[src/rtl/pafp_pkg.sv]
package pafp_pkg;

    localparam logic [1:0] REQ_RESET   = 2'd0;
    localparam logic [1:0] REQ_APPEND  = 2'd1;
    localparam logic [1:0] REQ_ALLOC   = 2'd2;
    localparam logic [1:0] REQ_RELEASE = 2'd3;

    localparam logic [1:0] ST_OK       = 2'd0;
    localparam logic [1:0] ST_NOFIT    = 2'd1;
    localparam logic [1:0] ST_NOTFOUND = 2'd2;
    localparam logic [1:0] ST_FULL     = 2'd3;

    localparam logic [1:0] POL_FIRST = 2'd0;
    localparam logic [1:0] POL_BEST  = 2'd1;
    localparam logic [1:0] POL_WORST = 2'd2;

    localparam logic [1:0] CFG_DYNAMIC = 2'd0;
    localparam logic [1:0] CFG_POLICY  = 2'd1;
    localparam logic [1:0] CFG_MEMSIZE = 2'd2;

    localparam logic [16:0] ADDR_SPACE = 17'h10000;

    typedef struct packed {
        logic [1:0]  req_type;
        logic [16:0] request_size;
        logic [15:0] release_base;
        logic [16:0] release_limit;
    } req_t;

    typedef struct packed {
        logic [1:0]  status;
        logic [15:0] granted_base;
        logic [16:0] granted_size;
    } rsp_t;

    typedef struct packed {
        logic [15:0] base;
        logic [16:0] size;
        logic        busy;
    } entry_t;

endpackage

[src/rtl/pafp_mem.sv]
module pafp_mem #(
    parameter int DEPTH = 32,
    parameter int IW    = 5
) (
    input  logic             clk,
    input  logic             we,
    input  logic [IW-1:0]    waddr,
    input  pafp_pkg::entry_t wdata,
    input  logic [IW-1:0]    raddr,
    output pafp_pkg::entry_t rdata
);

    pafp_pkg::entry_t mem [DEPTH];

    always_ff @(posedge clk)
    begin
        if (we)
        begin
            mem[waddr] <= wdata;
        end
        rdata <= mem[raddr];
    end

endmodule

[src/rtl/partition_allocator_fit_policies.sv]
// channel  dir  handshake              payload
// req      in   req_valid/req_ready    pafp_pkg::req_t
// rsp      out  rsp_valid/rsp_ready    pafp_pkg::rsp_t
// cfg      in   cfg_we                 cfg_index, cfg_wdata
//
// reset layout, a first append and requests rejected up front go straight to the result;
// a later append reads the last entry; allocate and release: one scan of the table, one
// memory read a cycle, then the decide state, a shift of the tail for a split or merge,
// the two write states and the result state; the single entry memory port pair paces
// these steps; a reset request leaves one free entry in dynamic mode with a nonzero size
// (else an empty table); a stalled rsp holds the result; the next beat is taken once it is loaded
module partition_allocator_fit_policies #(
    parameter int MAX_PARTITIONS = 32
) (
    input  logic             clk,
    input  logic             rst_n,
    input  logic             req_valid,
    output logic             req_ready,
    input  pafp_pkg::req_t   req,
    output logic             rsp_valid,
    input  logic             rsp_ready,
    output pafp_pkg::rsp_t   rsp,
    input  logic             cfg_we,
    input  logic [1:0]       cfg_index,
    input  logic [16:0]      cfg_wdata
);

    localparam int CW = $clog2(MAX_PARTITIONS + 1);
    localparam int IW = $clog2(MAX_PARTITIONS);
    localparam logic [CW-1:0] MAXC = CW'(MAX_PARTITIONS);

    localparam logic [2:0] S_IDLE   = 3'd0;
    localparam logic [2:0] S_LAST   = 3'd1;
    localparam logic [2:0] S_SCAN   = 3'd2;
    localparam logic [2:0] S_DECIDE = 3'd3;
    localparam logic [2:0] S_SHIFT  = 3'd4;
    localparam logic [2:0] S_WR1    = 3'd5;
    localparam logic [2:0] S_WR2    = 3'd6;
    localparam logic [2:0] S_DONE   = 3'd7;

    logic [2:0]       state_reg;
    pafp_pkg::req_t   req_reg;
    logic [CW-1:0]    count_reg;
    logic             dyn_reg;
    logic [1:0]       pol_reg;
    logic [16:0]      msize_reg;

    logic [CW-1:0]    scan_next_reg;
    logic             rd_valid_reg;
    logic [IW-1:0]    eval_idx_reg;

    logic             found_reg;
    logic [IW-1:0]    pick_reg;
    pafp_pkg::entry_t pick_ent_reg;
    logic [16:0]      waste_reg;
    pafp_pkg::entry_t last_ent_reg;
    pafp_pkg::entry_t prev_ent_reg;
    pafp_pkg::entry_t next_ent_reg;
    logic             has_prev_reg;
    logic             has_next_reg;
    logic             cap_next_reg;

    logic [CW-1:0]    sh_src_reg;
    logic [CW-1:0]    sh_left_reg;
    logic             sh_up_reg;
    logic [1:0]       sh_dist_reg;

    logic             wr1_en_reg;
    logic [IW-1:0]    wr1_addr_reg;
    pafp_pkg::entry_t wr1_data_reg;
    logic             wr2_en_reg;
    logic [IW-1:0]    wr2_addr_reg;
    pafp_pkg::entry_t wr2_data_reg;

    pafp_pkg::rsp_t   res_reg;
    logic             rsp_valid_reg;
    pafp_pkg::rsp_t   rsp_reg;

    logic             mem_we;
    logic [IW-1:0]    mem_waddr;
    pafp_pkg::entry_t mem_wdata;
    logic [IW-1:0]    mem_raddr;
    pafp_pkg::entry_t rd_data;

    logic             accept;
    logic [16:0]      clamp_size;
    logic [17:0]      last_end;
    logic             app_bad_idle;
    logic             app_bad_last;
    logic             fits;
    logic [16:0]      waste_now;
    logic             take_alloc;
    logic             match_rel;
    logic             merge_next;
    logic             merge_prev;
    logic [CW:0]      pick_ext;

    function automatic logic app_bad(input logic [16:0] sz, input logic [17:0] st);
        logic [17:0] room;
        begin
            room = {1'b0, pafp_pkg::ADDR_SPACE} - st;
            app_bad = (sz == 17'd0) || (st >= {1'b0, pafp_pkg::ADDR_SPACE})
                      || ({1'b0, sz} > room);
        end
    endfunction

    assign accept       = req_valid && req_ready;
    assign req_ready    = (state_reg == S_IDLE);
    assign clamp_size   = (msize_reg > pafp_pkg::ADDR_SPACE) ? pafp_pkg::ADDR_SPACE : msize_reg;
    assign last_end     = {2'b00, rd_data.base} + {1'b0, rd_data.size};
    assign app_bad_idle = app_bad(req.request_size, 18'd0);
    assign app_bad_last = app_bad(req_reg.request_size, last_end);
    assign fits         = !rd_data.busy && (rd_data.size >= req_reg.request_size);
    assign waste_now    = rd_data.size - req_reg.request_size;
    assign take_alloc   = fits && (!found_reg
                          || (pol_reg == pafp_pkg::POL_BEST && waste_now < waste_reg)
                          || (pol_reg == pafp_pkg::POL_WORST && waste_now > waste_reg));
    assign match_rel    = (rd_data.base == req_reg.release_base) && (last_end ==
                          {1'b0, req_reg.release_limit});
    assign merge_next   = dyn_reg && has_next_reg && !next_ent_reg.busy;
    assign merge_prev   = dyn_reg && has_prev_reg && !prev_ent_reg.busy;
    assign pick_ext     = {{(CW + 1 - IW){1'b0}}, pick_reg};

    // write port: one writer per state
    always_comb
    begin
        mem_we    = 1'b0;
        mem_waddr = '0;
        mem_wdata = '0;
        unique case (state_reg)
            S_IDLE:
            begin
                if (accept && req.req_type == pafp_pkg::REQ_RESET && dyn_reg
                    && msize_reg != 17'd0)
                begin
                    mem_we    = 1'b1;
                    mem_wdata = '{base: 16'd0, size: clamp_size, busy: 1'b0};
                end
                else if (accept && req.req_type == pafp_pkg::REQ_APPEND
                         && count_reg == '0 && !app_bad_idle)
                begin
                    mem_we    = 1'b1;
                    mem_wdata = '{base: 16'd0, size: req.request_size, busy: 1'b0};
                end
            end
            S_LAST:
            begin
                mem_we    = !app_bad_last;
                mem_waddr = count_reg[IW-1:0];
                mem_wdata = '{base: last_end[15:0], size: req_reg.request_size, busy: 1'b0};
            end
            S_SHIFT:
            begin
                mem_we    = rd_valid_reg;
                mem_waddr = sh_up_reg ? eval_idx_reg + IW'(1)
                                      : eval_idx_reg - IW'(sh_dist_reg);
                mem_wdata = rd_data;
            end
            S_WR1:
            begin
                mem_we    = wr1_en_reg;
                mem_waddr = wr1_addr_reg;
                mem_wdata = wr1_data_reg;
            end
            S_WR2:
            begin
                mem_we    = wr2_en_reg;
                mem_waddr = wr2_addr_reg;
                mem_wdata = wr2_data_reg;
            end
            default:
            begin
                mem_we = 1'b0;
            end
        endcase
    end

    always_comb
    begin
        unique case (state_reg)
            S_IDLE:  mem_raddr = (req.req_type == pafp_pkg::REQ_APPEND)
                                 ? IW'(count_reg - CW'(1)) : '0;
            S_SCAN:  mem_raddr = scan_next_reg[IW-1:0];
            S_SHIFT: mem_raddr = sh_src_reg[IW-1:0];
            default: mem_raddr = '0;
        endcase
    end

    pafp_mem #(
        .DEPTH (MAX_PARTITIONS),
        .IW    (IW)
    ) u_mem (
        .clk   (clk),
        .we    (mem_we),
        .waddr (mem_waddr),
        .wdata (mem_wdata),
        .raddr (mem_raddr),
        .rdata (rd_data)
    );

    always_ff @(posedge clk or negedge rst_n)
    begin
        if (!rst_n)
        begin
            state_reg     <= S_IDLE;
            count_reg     <= '0;
            dyn_reg       <= 1'b1;
            pol_reg       <= pafp_pkg::POL_FIRST;
            msize_reg     <= 17'd4096;
            rd_valid_reg  <= 1'b0;
            rsp_valid_reg <= 1'b0;
        end
        else
        begin
            if (cfg_we)
            begin
                unique case (cfg_index)
                    pafp_pkg::CFG_DYNAMIC: dyn_reg   <= cfg_wdata[0];
                    pafp_pkg::CFG_POLICY:  pol_reg   <= cfg_wdata[1:0];
                    pafp_pkg::CFG_MEMSIZE: msize_reg <= cfg_wdata;
                    default:               dyn_reg   <= dyn_reg;
                endcase
            end

            priority if (state_reg == S_DONE && (!rsp_valid_reg || rsp_ready))
            begin
                rsp_valid_reg <= 1'b1;
            end
            else if (rsp_valid_reg && rsp_ready)
            begin
                rsp_valid_reg <= 1'b0;
            end

            unique case (state_reg)
                S_IDLE:
                begin
                    if (accept)
                    begin
                        req_reg              <= req;
                        res_reg.granted_base <= '0;
                        res_reg.granted_size <= '0;
                        found_reg            <= 1'b0;
                        has_prev_reg         <= 1'b0;
                        has_next_reg         <= 1'b0;
                        cap_next_reg         <= 1'b0;
                        waste_reg            <= '0;
                        scan_next_reg        <= CW'(1);
                        eval_idx_reg         <= '0;
                        unique case (req.req_type)
                            pafp_pkg::REQ_RESET:
                            begin
                                res_reg.status <= pafp_pkg::ST_OK;
                                count_reg <= (dyn_reg && msize_reg != 17'd0) ? CW'(1) : '0;
                                state_reg <= S_DONE;
                            end
                            pafp_pkg::REQ_APPEND:
                            begin
                                if (count_reg >= MAXC)
                                begin
                                    res_reg.status <= pafp_pkg::ST_FULL;
                                    state_reg      <= S_DONE;
                                end
                                else if (count_reg == '0)
                                begin
                                    if (app_bad_idle)
                                    begin
                                        res_reg.status <= pafp_pkg::ST_NOFIT;
                                    end
                                    else
                                    begin
                                        res_reg.status <= pafp_pkg::ST_OK;
                                        count_reg      <= CW'(1);
                                    end
                                    state_reg <= S_DONE;
                                end
                                else
                                begin
                                    res_reg.status <= pafp_pkg::ST_OK;
                                    state_reg      <= S_LAST;
                                end
                            end
                            pafp_pkg::REQ_ALLOC:
                            begin
                                if (req.request_size == 17'd0 || count_reg == '0)
                                begin
                                    res_reg.status <= pafp_pkg::ST_NOFIT;
                                    state_reg      <= S_DONE;
                                end
                                else
                                begin
                                    res_reg.status <= pafp_pkg::ST_OK;
                                    rd_valid_reg   <= 1'b1;
                                    state_reg      <= S_SCAN;
                                end
                            end
                            default:
                            begin
                                if (count_reg == '0)
                                begin
                                    res_reg.status <= pafp_pkg::ST_NOTFOUND;
                                    state_reg      <= S_DONE;
                                end
                                else
                                begin
                                    res_reg.status <= pafp_pkg::ST_OK;
                                    rd_valid_reg   <= 1'b1;
                                    state_reg      <= S_SCAN;
                                end
                            end
                        endcase
                    end
                end

                S_LAST:
                begin
                    if (app_bad_last)
                    begin
                        res_reg.status <= pafp_pkg::ST_NOFIT;
                    end
                    else
                    begin
                        count_reg <= count_reg + CW'(1);
                    end
                    state_reg <= S_DONE;
                end

                S_SCAN:
                begin
                    if (scan_next_reg < count_reg)
                    begin
                        scan_next_reg <= scan_next_reg + CW'(1);
                        eval_idx_reg  <= scan_next_reg[IW-1:0];
                        rd_valid_reg  <= 1'b1;
                    end
                    else
                    begin
                        rd_valid_reg <= 1'b0;
                    end

                    if (rd_valid_reg)
                    begin
                        last_ent_reg <= rd_data;
                        if (req_reg.req_type == pafp_pkg::REQ_ALLOC)
                        begin
                            if (take_alloc)
                            begin
                                found_reg    <= 1'b1;
                                pick_reg     <= eval_idx_reg;
                                pick_ent_reg <= rd_data;
                                waste_reg    <= waste_now;
                            end
                        end
                        else if (!found_reg && match_rel)
                        begin
                            found_reg    <= 1'b1;
                            pick_reg     <= eval_idx_reg;
                            pick_ent_reg <= rd_data;
                            prev_ent_reg <= last_ent_reg;
                            has_prev_reg <= (eval_idx_reg != '0);
                            cap_next_reg <= 1'b1;
                        end
                        else if (cap_next_reg)
                        begin
                            next_ent_reg <= rd_data;
                            has_next_reg <= 1'b1;
                            cap_next_reg <= 1'b0;
                        end
                    end
                    else
                    begin
                        state_reg <= S_DECIDE;
                    end
                end

                S_DECIDE:
                begin
                    wr1_en_reg  <= 1'b0;
                    wr2_en_reg  <= 1'b0;
                    sh_left_reg <= '0;
                    sh_up_reg   <= 1'b0;
                    sh_dist_reg <= 2'd1;
                    state_reg   <= S_SHIFT;
                    if (req_reg.req_type == pafp_pkg::REQ_ALLOC)
                    begin
                        if (!found_reg)
                        begin
                            res_reg.status <= pafp_pkg::ST_NOFIT;
                            state_reg      <= S_DONE;
                        end
                        else if (dyn_reg && waste_reg != 17'd0)
                        begin
                            if (count_reg >= MAXC)
                            begin
                                res_reg.status <= pafp_pkg::ST_FULL;
                                state_reg      <= S_DONE;
                            end
                            else
                            begin
                                // tail moves up one place to open room for the remainder
                                count_reg    <= count_reg + CW'(1);
                                sh_up_reg    <= 1'b1;
                                sh_src_reg   <= count_reg - CW'(1);
                                sh_left_reg  <= CW'({1'b0, count_reg} - pick_ext - (CW + 1)'(1));
                                wr1_en_reg   <= 1'b1;
                                wr1_addr_reg <= pick_reg + IW'(1);
                                wr1_data_reg <= '{base: pick_ent_reg.base
                                                        + req_reg.request_size[15:0],
                                                  size: waste_reg, busy: 1'b0};
                                wr2_en_reg   <= 1'b1;
                                wr2_addr_reg <= pick_reg;
                                wr2_data_reg <= '{base: pick_ent_reg.base,
                                                  size: req_reg.request_size, busy: 1'b1};
                                res_reg.granted_base <= pick_ent_reg.base;
                                res_reg.granted_size <= req_reg.request_size;
                            end
                        end
                        else
                        begin
                            wr2_en_reg   <= 1'b1;
                            wr2_addr_reg <= pick_reg;
                            wr2_data_reg <= '{base: pick_ent_reg.base,
                                              size: pick_ent_reg.size, busy: 1'b1};
                            res_reg.granted_base <= pick_ent_reg.base;
                            res_reg.granted_size <= pick_ent_reg.size;
                        end
                    end
                    else if (!found_reg)
                    begin
                        res_reg.status <= pafp_pkg::ST_NOTFOUND;
                        state_reg      <= S_DONE;
                    end
                    else
                    begin
                        wr1_en_reg <= 1'b1;
                        priority if (merge_next && merge_prev)
                        begin
                            wr1_addr_reg <= pick_reg - IW'(1);
                            wr1_data_reg <= '{base: prev_ent_reg.base,
                                              size: prev_ent_reg.size + pick_ent_reg.size
                                                    + next_ent_reg.size,
                                              busy: 1'b0};
                            sh_src_reg   <= CW'(pick_ext + (CW + 1)'(2));
                            sh_left_reg  <= CW'({1'b0, count_reg} - pick_ext - (CW + 1)'(2));
                            sh_dist_reg  <= 2'd2;
                            count_reg    <= count_reg - CW'(2);
                        end
                        else if (merge_next)
                        begin
                            wr1_addr_reg <= pick_reg;
                            wr1_data_reg <= '{base: pick_ent_reg.base,
                                              size: pick_ent_reg.size + next_ent_reg.size,
                                              busy: 1'b0};
                            sh_src_reg   <= CW'(pick_ext + (CW + 1)'(2));
                            sh_left_reg  <= CW'({1'b0, count_reg} - pick_ext - (CW + 1)'(2));
                            count_reg    <= count_reg - CW'(1);
                        end
                        else if (merge_prev)
                        begin
                            wr1_addr_reg <= pick_reg - IW'(1);
                            wr1_data_reg <= '{base: prev_ent_reg.base,
                                              size: prev_ent_reg.size + pick_ent_reg.size,
                                              busy: 1'b0};
                            sh_src_reg   <= CW'(pick_ext + (CW + 1)'(1));
                            sh_left_reg  <= CW'({1'b0, count_reg} - pick_ext - (CW + 1)'(1));
                            count_reg    <= count_reg - CW'(1);
                        end
                        else
                        begin
                            wr1_addr_reg <= pick_reg;
                            wr1_data_reg <= '{base: pick_ent_reg.base,
                                              size: pick_ent_reg.size, busy: 1'b0};
                        end
                    end
                end

                S_SHIFT:
                begin
                    if (sh_left_reg != '0)
                    begin
                        sh_left_reg  <= sh_left_reg - CW'(1);
                        sh_src_reg   <= sh_up_reg ? sh_src_reg - CW'(1) : sh_src_reg + CW'(1);
                        eval_idx_reg <= sh_src_reg[IW-1:0];
                        rd_valid_reg <= 1'b1;
                    end
                    else
                    begin
                        rd_valid_reg <= 1'b0;
                        if (!rd_valid_reg)
                        begin
                            state_reg <= S_WR1;
                        end
                    end
                end

                S_WR1:
                begin
                    state_reg <= S_WR2;
                end

                S_WR2:
                begin
                    state_reg <= S_DONE;
                end

                default:
                begin
                    if (!rsp_valid_reg || rsp_ready)
                    begin
                        state_reg <= S_IDLE;
                    end
                end
            endcase
        end
    end

    always_ff @(posedge clk)
    begin
        if (state_reg == S_DONE && (!rsp_valid_reg || rsp_ready))
        begin
            rsp_reg <= res_reg;
        end
    end

    assign rsp_valid = rsp_valid_reg;
    assign rsp       = rsp_reg;

    a_count_range: assert property (@(posedge clk) disable iff (!rst_n)
        count_reg <= MAXC)
        else $error("entry count above table depth");

    a_scan_nonempty: assert property (@(posedge clk) disable iff (!rst_n)
        state_reg == S_SCAN |-> count_reg != '0)
        else $error("scan started on an empty table");

    a_idle_no_read: assert property (@(posedge clk) disable iff (!rst_n)
        state_reg == S_IDLE |-> !rd_valid_reg)
        else $error("read still in flight while idle");

    a_done_to_idle: assert property (@(posedge clk) disable iff (!rst_n)
        state_reg == S_DONE && !rsp_valid_reg |=> state_reg == S_IDLE && rsp_valid_reg)
        else $error("result not loaded into free output slot");

endmodule
[config.mk]
export PLATFORM = sky130hd
export DESIGN_NAME = partition_allocator_fit_policies
export DESIGN_NICKNAME = d
export VERILOG_FILES = /design/src/rtl/pafp_pkg.sv /design/src/rtl/pafp_mem.sv /design/src/rtl/partition_allocator_fit_policies.sv
export SDC_FILE = /design/constraint.sdc
export NUM_CORES = 2
export LEC_CHECK = 0
export BUFFER_PORTS_ARGS = -buffer_cell sky130_fd_sc_hd__buf_2
export CAP_MARGIN = 30
export CELL_PAD_IN_SITES_DETAIL_PLACEMENT = 1
export CELL_PAD_IN_SITES_GLOBAL_PLACEMENT = 2
export CORE_ASPECT_RATIO = 1.25
export CORE_MARGIN = 2
export CORE_UTILIZATION = 40
export DETAILED_ROUTE_END_ITERATION = 7
export GPL_TIMING_DRIVEN = 0
export HOLD_SLACK_MARGIN = 0.03
export PLACE_DENSITY = 0.74
export SETUP_SLACK_MARGIN = 0.2
export SLEW_MARGIN = 15
export SYNTH_ARGS = -nofsm -noshare
export SYNTH_HDL_FRONTEND = slang
export SYNTH_SLANG_ARGS = --single-unit
[constraint.sdc]
create_clock -name clk -period 21.1 [get_ports clk]
set_clock_uncertainty 0.1 [all_clocks]
set_input_delay 1.055 -clock clk [delete_from_list [all_inputs] [get_ports clk]]
set_output_delay 1.055 -clock clk [all_outputs]
set_load 0.05 [all_outputs]
# ---- After elaboration in Yosys (flattened, before gate mapping)
# Memories as Yosys holds them, arrays and structs flattened. A register that Yosys moved wholly into a read port is not among the register bits.
# Cells that the tools add are included.
dict set report word_totals {
  register_bits 403
  in_bits 76
  mem_bits_rw 1088
  out_inout_bits 37
  n_memories 1
}
# memory depth width read_ports rd_clocked_by_memory_dff write_ports line_no
set memory_table {}
lappend memory_table {u_mem.mem 32 34 1 1 1 pafp_mem.sv:13} ;# pafp_pkg::entry_t mem [DEPTH];
dict set report op_classes {
  addsub 23
  n_reduce_logical 83
  n_mux 158
  n_eq_ne 53
  bitwise_logic 3
  n_lt_le_gt_ge 9
}
# operator count
set op_table {}
lappend op_table {{34-bit 2-to-1 mux} 13}
lappend op_table {{6-bit 2-to-1 mux} 34}
lappend op_table {{34-bit one-hot mux with 5 select lines} 1}
lappend op_table {{33-bit 2-to-1 mux} 4}
lappend op_table {{5-bit 2-to-1 mux} 18}
lappend op_table {{17-bit 2-to-1 mux} 5}
lappend op_table {{33-bit one-hot mux with 2 select lines} 1}
lappend op_table {{17-bit adder} 3}
lappend op_table {{6-bit one-hot mux with 2 select lines} 4}
lappend op_table {{2-bit != test, second input constant} 20}
lappend op_table {{5-bit AND reduction} 8}
lappend op_table {{18-bit 2-to-1 mux} 2}
lappend op_table {{1-bit 2-to-1 mux} 35}
lappend op_table {{35-bit 2-to-1 mux} 1}
lappend op_table {{17-bit greater-than comparator, second input constant} 2}
lappend op_table {{17-bit logical NOT} 2}
lappend op_table {{17-bit one-hot mux with 2 select lines} 1}
lappend op_table {{17-bit nonzero test} 2}
lappend op_table {{3-bit != test, second input constant} 11}
lappend op_table {{3-bit 2-to-1 mux} 10}
lappend op_table {{5-bit one-hot mux with 3 select lines} 2}
lappend op_table {{6-bit AND reduction} 5}
lappend op_table {{2-bit 2-to-1 mux} 14}
lappend op_table {{6-bit by 1-bit subtractor with 6-bit output, second input constant} 4}
lappend op_table {{other kinds (56)} 127}

# ---- Longest topological paths before layout
dict set report depth {
  ltp_word 10
  depth_mapped 24
}

# ---- Hierarchy
# From an unflattened synthesis, not the netlist that was laid out.
dict set report unflattened {
  hier_cells 4560
  area_unflattened_um2 66635.2
}
# module seq_area_each_um2 cells_per_inst instances area_each_um2
set by_module_without_submodules {}
lappend by_module_without_submodules {pafp_mem 33352.0 2399 1 43107.6}
lappend by_module_without_submodules {partition_allocator_fit_policies 11888.9 2161 1 23527.6}

# ---- Worst setup path before layout
# Ideal clock, no wire load.
dict set report synth_path {
  path_kind {register to register}
  from {register, netlist name u_mem.rdata[1]}
  to {memory u_mem.mem[4][0] in the netlist's numbering (enable)}
  period_less_slack_ns 9.000
  t_arrival_ns 8.389
  setup_slack_ns 12.100
  stages_incl_launch_ff 23
  path_cell_list {dfxtp_1 -> ha_1 -> fa_1 -> a21o_1 -> a211oi_2 -> nor2_1 -> or2_1 -> or4b_4 -> or4_4 -> or3_4 -> xnor2_1 -> ha_1 -> nand2_1 -> nor4_1 -> nand2_1 -> o21ai_0 -> a21oi_1 -> or4_4 -> nor2_2 -> nor2b_1 -> buf_2 -> buf_6 -> nor4_1}
}
dict set report synth_between {
  elab_chain_len 8
  word_cells_on_any_way 10
}
# element line_no
set synth_lines {}
lappend synth_lines {{16-bit by 17-bit adder with 18-bit output *} partition_allocator_fit_policies.sv:110} ;# assign last_end = {2'b00, rd_data.base} + {1'b0, rd_data.size};
lappend synth_lines {{17-bit by 18-bit subtractor with 18-bit output / 18-bit by 17-bit greater-or-equal comparator with 1-bit output (equally long branches)} {partition_allocator_fit_policies.sv:101, partition_allocator_fit_policies.sv:102}}
lappend synth_lines {{17-bit by 18-bit greater-than comparator with 1-bit output / 1-bit logical OR (equally long branches)} {partition_allocator_fit_policies.sv:103, partition_allocator_fit_policies.sv:102}}
lappend synth_lines {{1-bit logical OR *} partition_allocator_fit_policies.sv:103} ;# || ({1'b0, sz} > room);
lappend synth_lines {{1-bit logical NOT *} partition_allocator_fit_policies.sv:148} ;# mem_we = !app_bad_last;
lappend synth_lines {{1-bit one-hot mux with 5 select lines *} partition_allocator_fit_policies.sv:130} ;# unique case (state_reg)
lappend synth_lines {{1-bit 2-to-1 mux *} pafp_mem.sv:17} ;# if (we)
lappend synth_lines {{1-bit 2-to-1 mux (implied by the code) *} pafp_mem.sv:19} ;# mem[waddr] <= wdata;
lappend synth_lines {{end: declaration} pafp_mem.sv:13}
# Every way passes the cells marked *; elsewhere a longest branch is shown, timed or not.

# ---- Worst setup path after layout
dict set report layout_path {
  from {register, netlist name u_mem.rdata[11]}
  to {memory u_mem.mem[14][32] in the netlist's numbering (enable)}
}
dict set report layout_between {
  elab_chain_len 8
  word_cells_on_any_way 10
}
# element line_no
set layout_lines {}
lappend layout_lines {{16-bit by 17-bit adder with 18-bit output *} partition_allocator_fit_policies.sv:110}
lappend layout_lines {{17-bit by 18-bit subtractor with 18-bit output / 18-bit by 17-bit greater-or-equal comparator with 1-bit output (equally long branches)} {partition_allocator_fit_policies.sv:101, partition_allocator_fit_policies.sv:102}}
lappend layout_lines {{17-bit by 18-bit greater-than comparator with 1-bit output / 1-bit logical OR (equally long branches)} {partition_allocator_fit_policies.sv:103, partition_allocator_fit_policies.sv:102}}
lappend layout_lines {{1-bit logical OR *} partition_allocator_fit_policies.sv:103}
lappend layout_lines {{1-bit logical NOT *} partition_allocator_fit_policies.sv:148}
lappend layout_lines {{1-bit one-hot mux with 5 select lines *} partition_allocator_fit_policies.sv:130}
lappend layout_lines {{1-bit 2-to-1 mux *} pafp_mem.sv:17}
lappend layout_lines {{1-bit 2-to-1 mux (implied by the code) *} pafp_mem.sv:19}
# Marked as above.

==> results.ini <==
[finish]
final_util_pct=47.0
drive_gt1_share_pct=12.0
stdcell_area_um2=78800
fillers=17100
finalNetCount=5908
fin_cells=8009
area_delta_synth_final_pct=16.7
largest_reg_flops=1088

[global_routing]
grt_pass1_wl_mm=366
grt_pass1_vias=49800
grt_max_degree=50
gr-total-overflow=0
grtUsageTotal_pct=30.1
antenna_found_initial=19

[setup_path]
crit_path_start_kind=flip-flop
crit_type=flip-flop to flip-flop
cp.arrival_ps=8940
reg2reg_slack_ps=12590
critPathRequiredTime_ps=21530
critPathMaxFanout=10
end_kind=flip-flop
slowest_delay_ps=830
slowest_stage=dfxtp_1

[sta]
tightest_slew_ps=1300
fmax_mhz=118
slew_violations=0
setup_viol=0
post-route-min-period_ps=8510
slew_headroom_pct=13.1
finalHoldViolations=0
post-route-period-util_pct=40.3
tns_ps=0
rsz0062_at_grt=false

[placed_design]
place_area_um2=73600
dp_hpwl_mm=198
gp_congestion=0.978
dp.cells=7701
port_buffers=111

[synth]
yosys.area.top_type=edfxtp_1
yosysMostFrequentCell=edfxtp_1
synth_flop_cell=edfxtp_1
yosysWarnings=0
synth_area_leaders=edfxtp_1 65%, a211oi_1 4.5%, nand2_1 4.1%
synth_seq_area_share_pct=67.0
async_flop_share_pct=2.04
synth_nets=5437
synth_edf_count=1458
syn_area_um2=67500
ys_ff_latch=1523
yosysTopAreaCellShare_pct=64.8
synth_cell_type_count=87
synth_common_cells=1458 x edfxtp_1, 738 x nand2_1, 401 x a211oi_1
avgSynthCellArea_um2=13.0
synthCells=5186

[pwr]
internal_power_mw=7.34
fin_total_pwr_mw=13.2
power_frac_seq_pct=33.3
p_clk_share_pct=21.5
switching_share_pct=44.2
power.density_nw_per_um2=167
power_leakage_nw=26.9
max-vdd-ir-drop_v=0.0000861
power.switching_mw=5.82
share_comb_of_total_power_pct=45.2

[outcome]
outcome=finished, final reports clean

[die]
die_h_um=463
die_w_um=372
core_um2=168000
io_pins=113
initial_utilization_pct=40.3
fp.dieArea_um2=172000
rows=168

[routing]
drt_iter0_markers=4551
wl_per_cell_um=32.7
drt_wl_total_mm=262
drt-pass1-iter-count=6
ant_nets=0
vias=48200
viasPerCell=6.02
drc=0

[cts]
clk_latency_ps=850
numCtsBuffers=160
ctsResizeCount=0
root_buffer=clkbuf_16
path_clk_slew_ps=60
cts.sinks=1523
h-tree-depth=4
cts_tree=yes
ctsLongestPathBuffers=3

[job]
cap_violations=0

[worst_hold_path]
hp-class=input port to flip-flop

[what timing repair did]
action,CTS,global route
endpoints found under the hold margin,1,0
setup buffers,0,0
hold buffers,1,0
[final cells by class]
cell class / count / area (um^2) / area share, %
antenna: 6 / 15.0 / 0.0191
clock buffer: 198 / 4190 / 5.31
tap: 2210 / 2770 / 3.51
clock inverter: 100 / 987 / 1.25
multi-input combinational: 3241 / 21100 / 26.8
sequential: 1523 / 45200 / 57.4
buffer: 326 / 1280 / 1.63
timing repair buffer: 309 / 2860 / 3.63
inverter: 96 / 360 / 0.457
[power by group through the flow]
stage          Combinational, mW  Sequential [mW]  Clock (mW)
2_1_floorplan               2.87             4.37           0
3_3_place_gp                5.29             4.54           0
3_5_place_dp                5.83             4.43           0
4_1_cts                     5.85             4.37        2.87
5_1_grt                     6.20             4.39        2.97
6_report                    5.95             4.38        2.84
[metrics by stage]
step,hold slack [ps],worst slack (ps)
2_1_floorplan,300,12100
3_3_place_gp,301,6990
3_5_place_dp,305,12670
4_1_cts,254,12710
5_1_grt,285,12260
6_report,299,12590
[worst paths after layout]
check                                           start                     endpoint  depth (start not counted)
max                           u_mem.rdata[11]$_DFF_P_  u_mem.mem[14][32]$_DFFE_PP_                         28
min                                           req[31]        req_reg[31]$_DFFE_PP_                          1
max reg2reg                   u_mem.rdata[11]$_DFF_P_  u_mem.mem[14][32]$_DFFE_PP_                         28
min reg2reg                last_ent_reg[11]$_DFFE_PP_   prev_ent_reg[11]$_DFFE_PP_                          0
max in group asynchronous                       rst_n    msize_reg[12]$_DFFE_PN1P_                          3
min in group asynchronous                       rst_n     msize_reg[7]$_DFFE_PN0P_                          2
[critical path: cells and delay by family, from the launching register on]
kind | cells | cell delay (ps)
AND/OR/NAND/NOR | 10 | 2780
buffers and inverters | 10 | 2200
XOR/XNOR | 2 | 930
flip-flops | 1 | 830
adder cells (fa/ha/maj) | 2 | 680
AO/OA/AOI/OAI | 4 | 630
[metal layers]
metal	GRT usage, %	vias to the layer above	routed length [um]
met4	20.6	6	21500
li1	-	20800	-
met2	51.4	2002	130000
met5	0	-	41
met1	35.0	24700	94500
met3	4.09	656	16300
[logic make-up after synthesis]
group | Yosys count | synth area share [%]
AOI/OAI and AO/OA | 1366 | 14.0
and+or+nand+nor | 1508 | 10.6
xor gates and xnor gates | 154 | 2.01
DFF | 1523 | 67.0
adders and majority gates | 175 | 3.34
buffers and inverters | 422 | 2.42
muxes | 38 | 0.600
[cell usage in the layout, fill, tap and decap left out, drive strengths merged, types with 13 or more instances in the layout]
master  Yosys  final
and2      318    318
a31oi     162    162
buf        50    358
and3       35     35
nand4      26     26
o22ai      14     14
a22oi      62     62
nor3       45     45
nor4       38     38
mux2i      18     18
ha        166    166
nand2     738    738
nor2      149    149
xnor2     100    100
dfxtp      34     34
nand3      64     64
dfrtp      29     29
edfxtp   1458   1458
o211ai     15     15
nor2b      27     27
mux2       20     20
nand2b     19     19
bufinv      0     13
clkinv      0     72
a21oi     222    222
a21o       72     72
xor2       54     54
a22o       17     17
a211oi    404    404
inv        96    107
a311oi    139    139
o21a       19     19
o21ai     142    142
clkbuf    276    474
o21bai     17     17
Note: power is estimated with default switching activity, not from simulation.
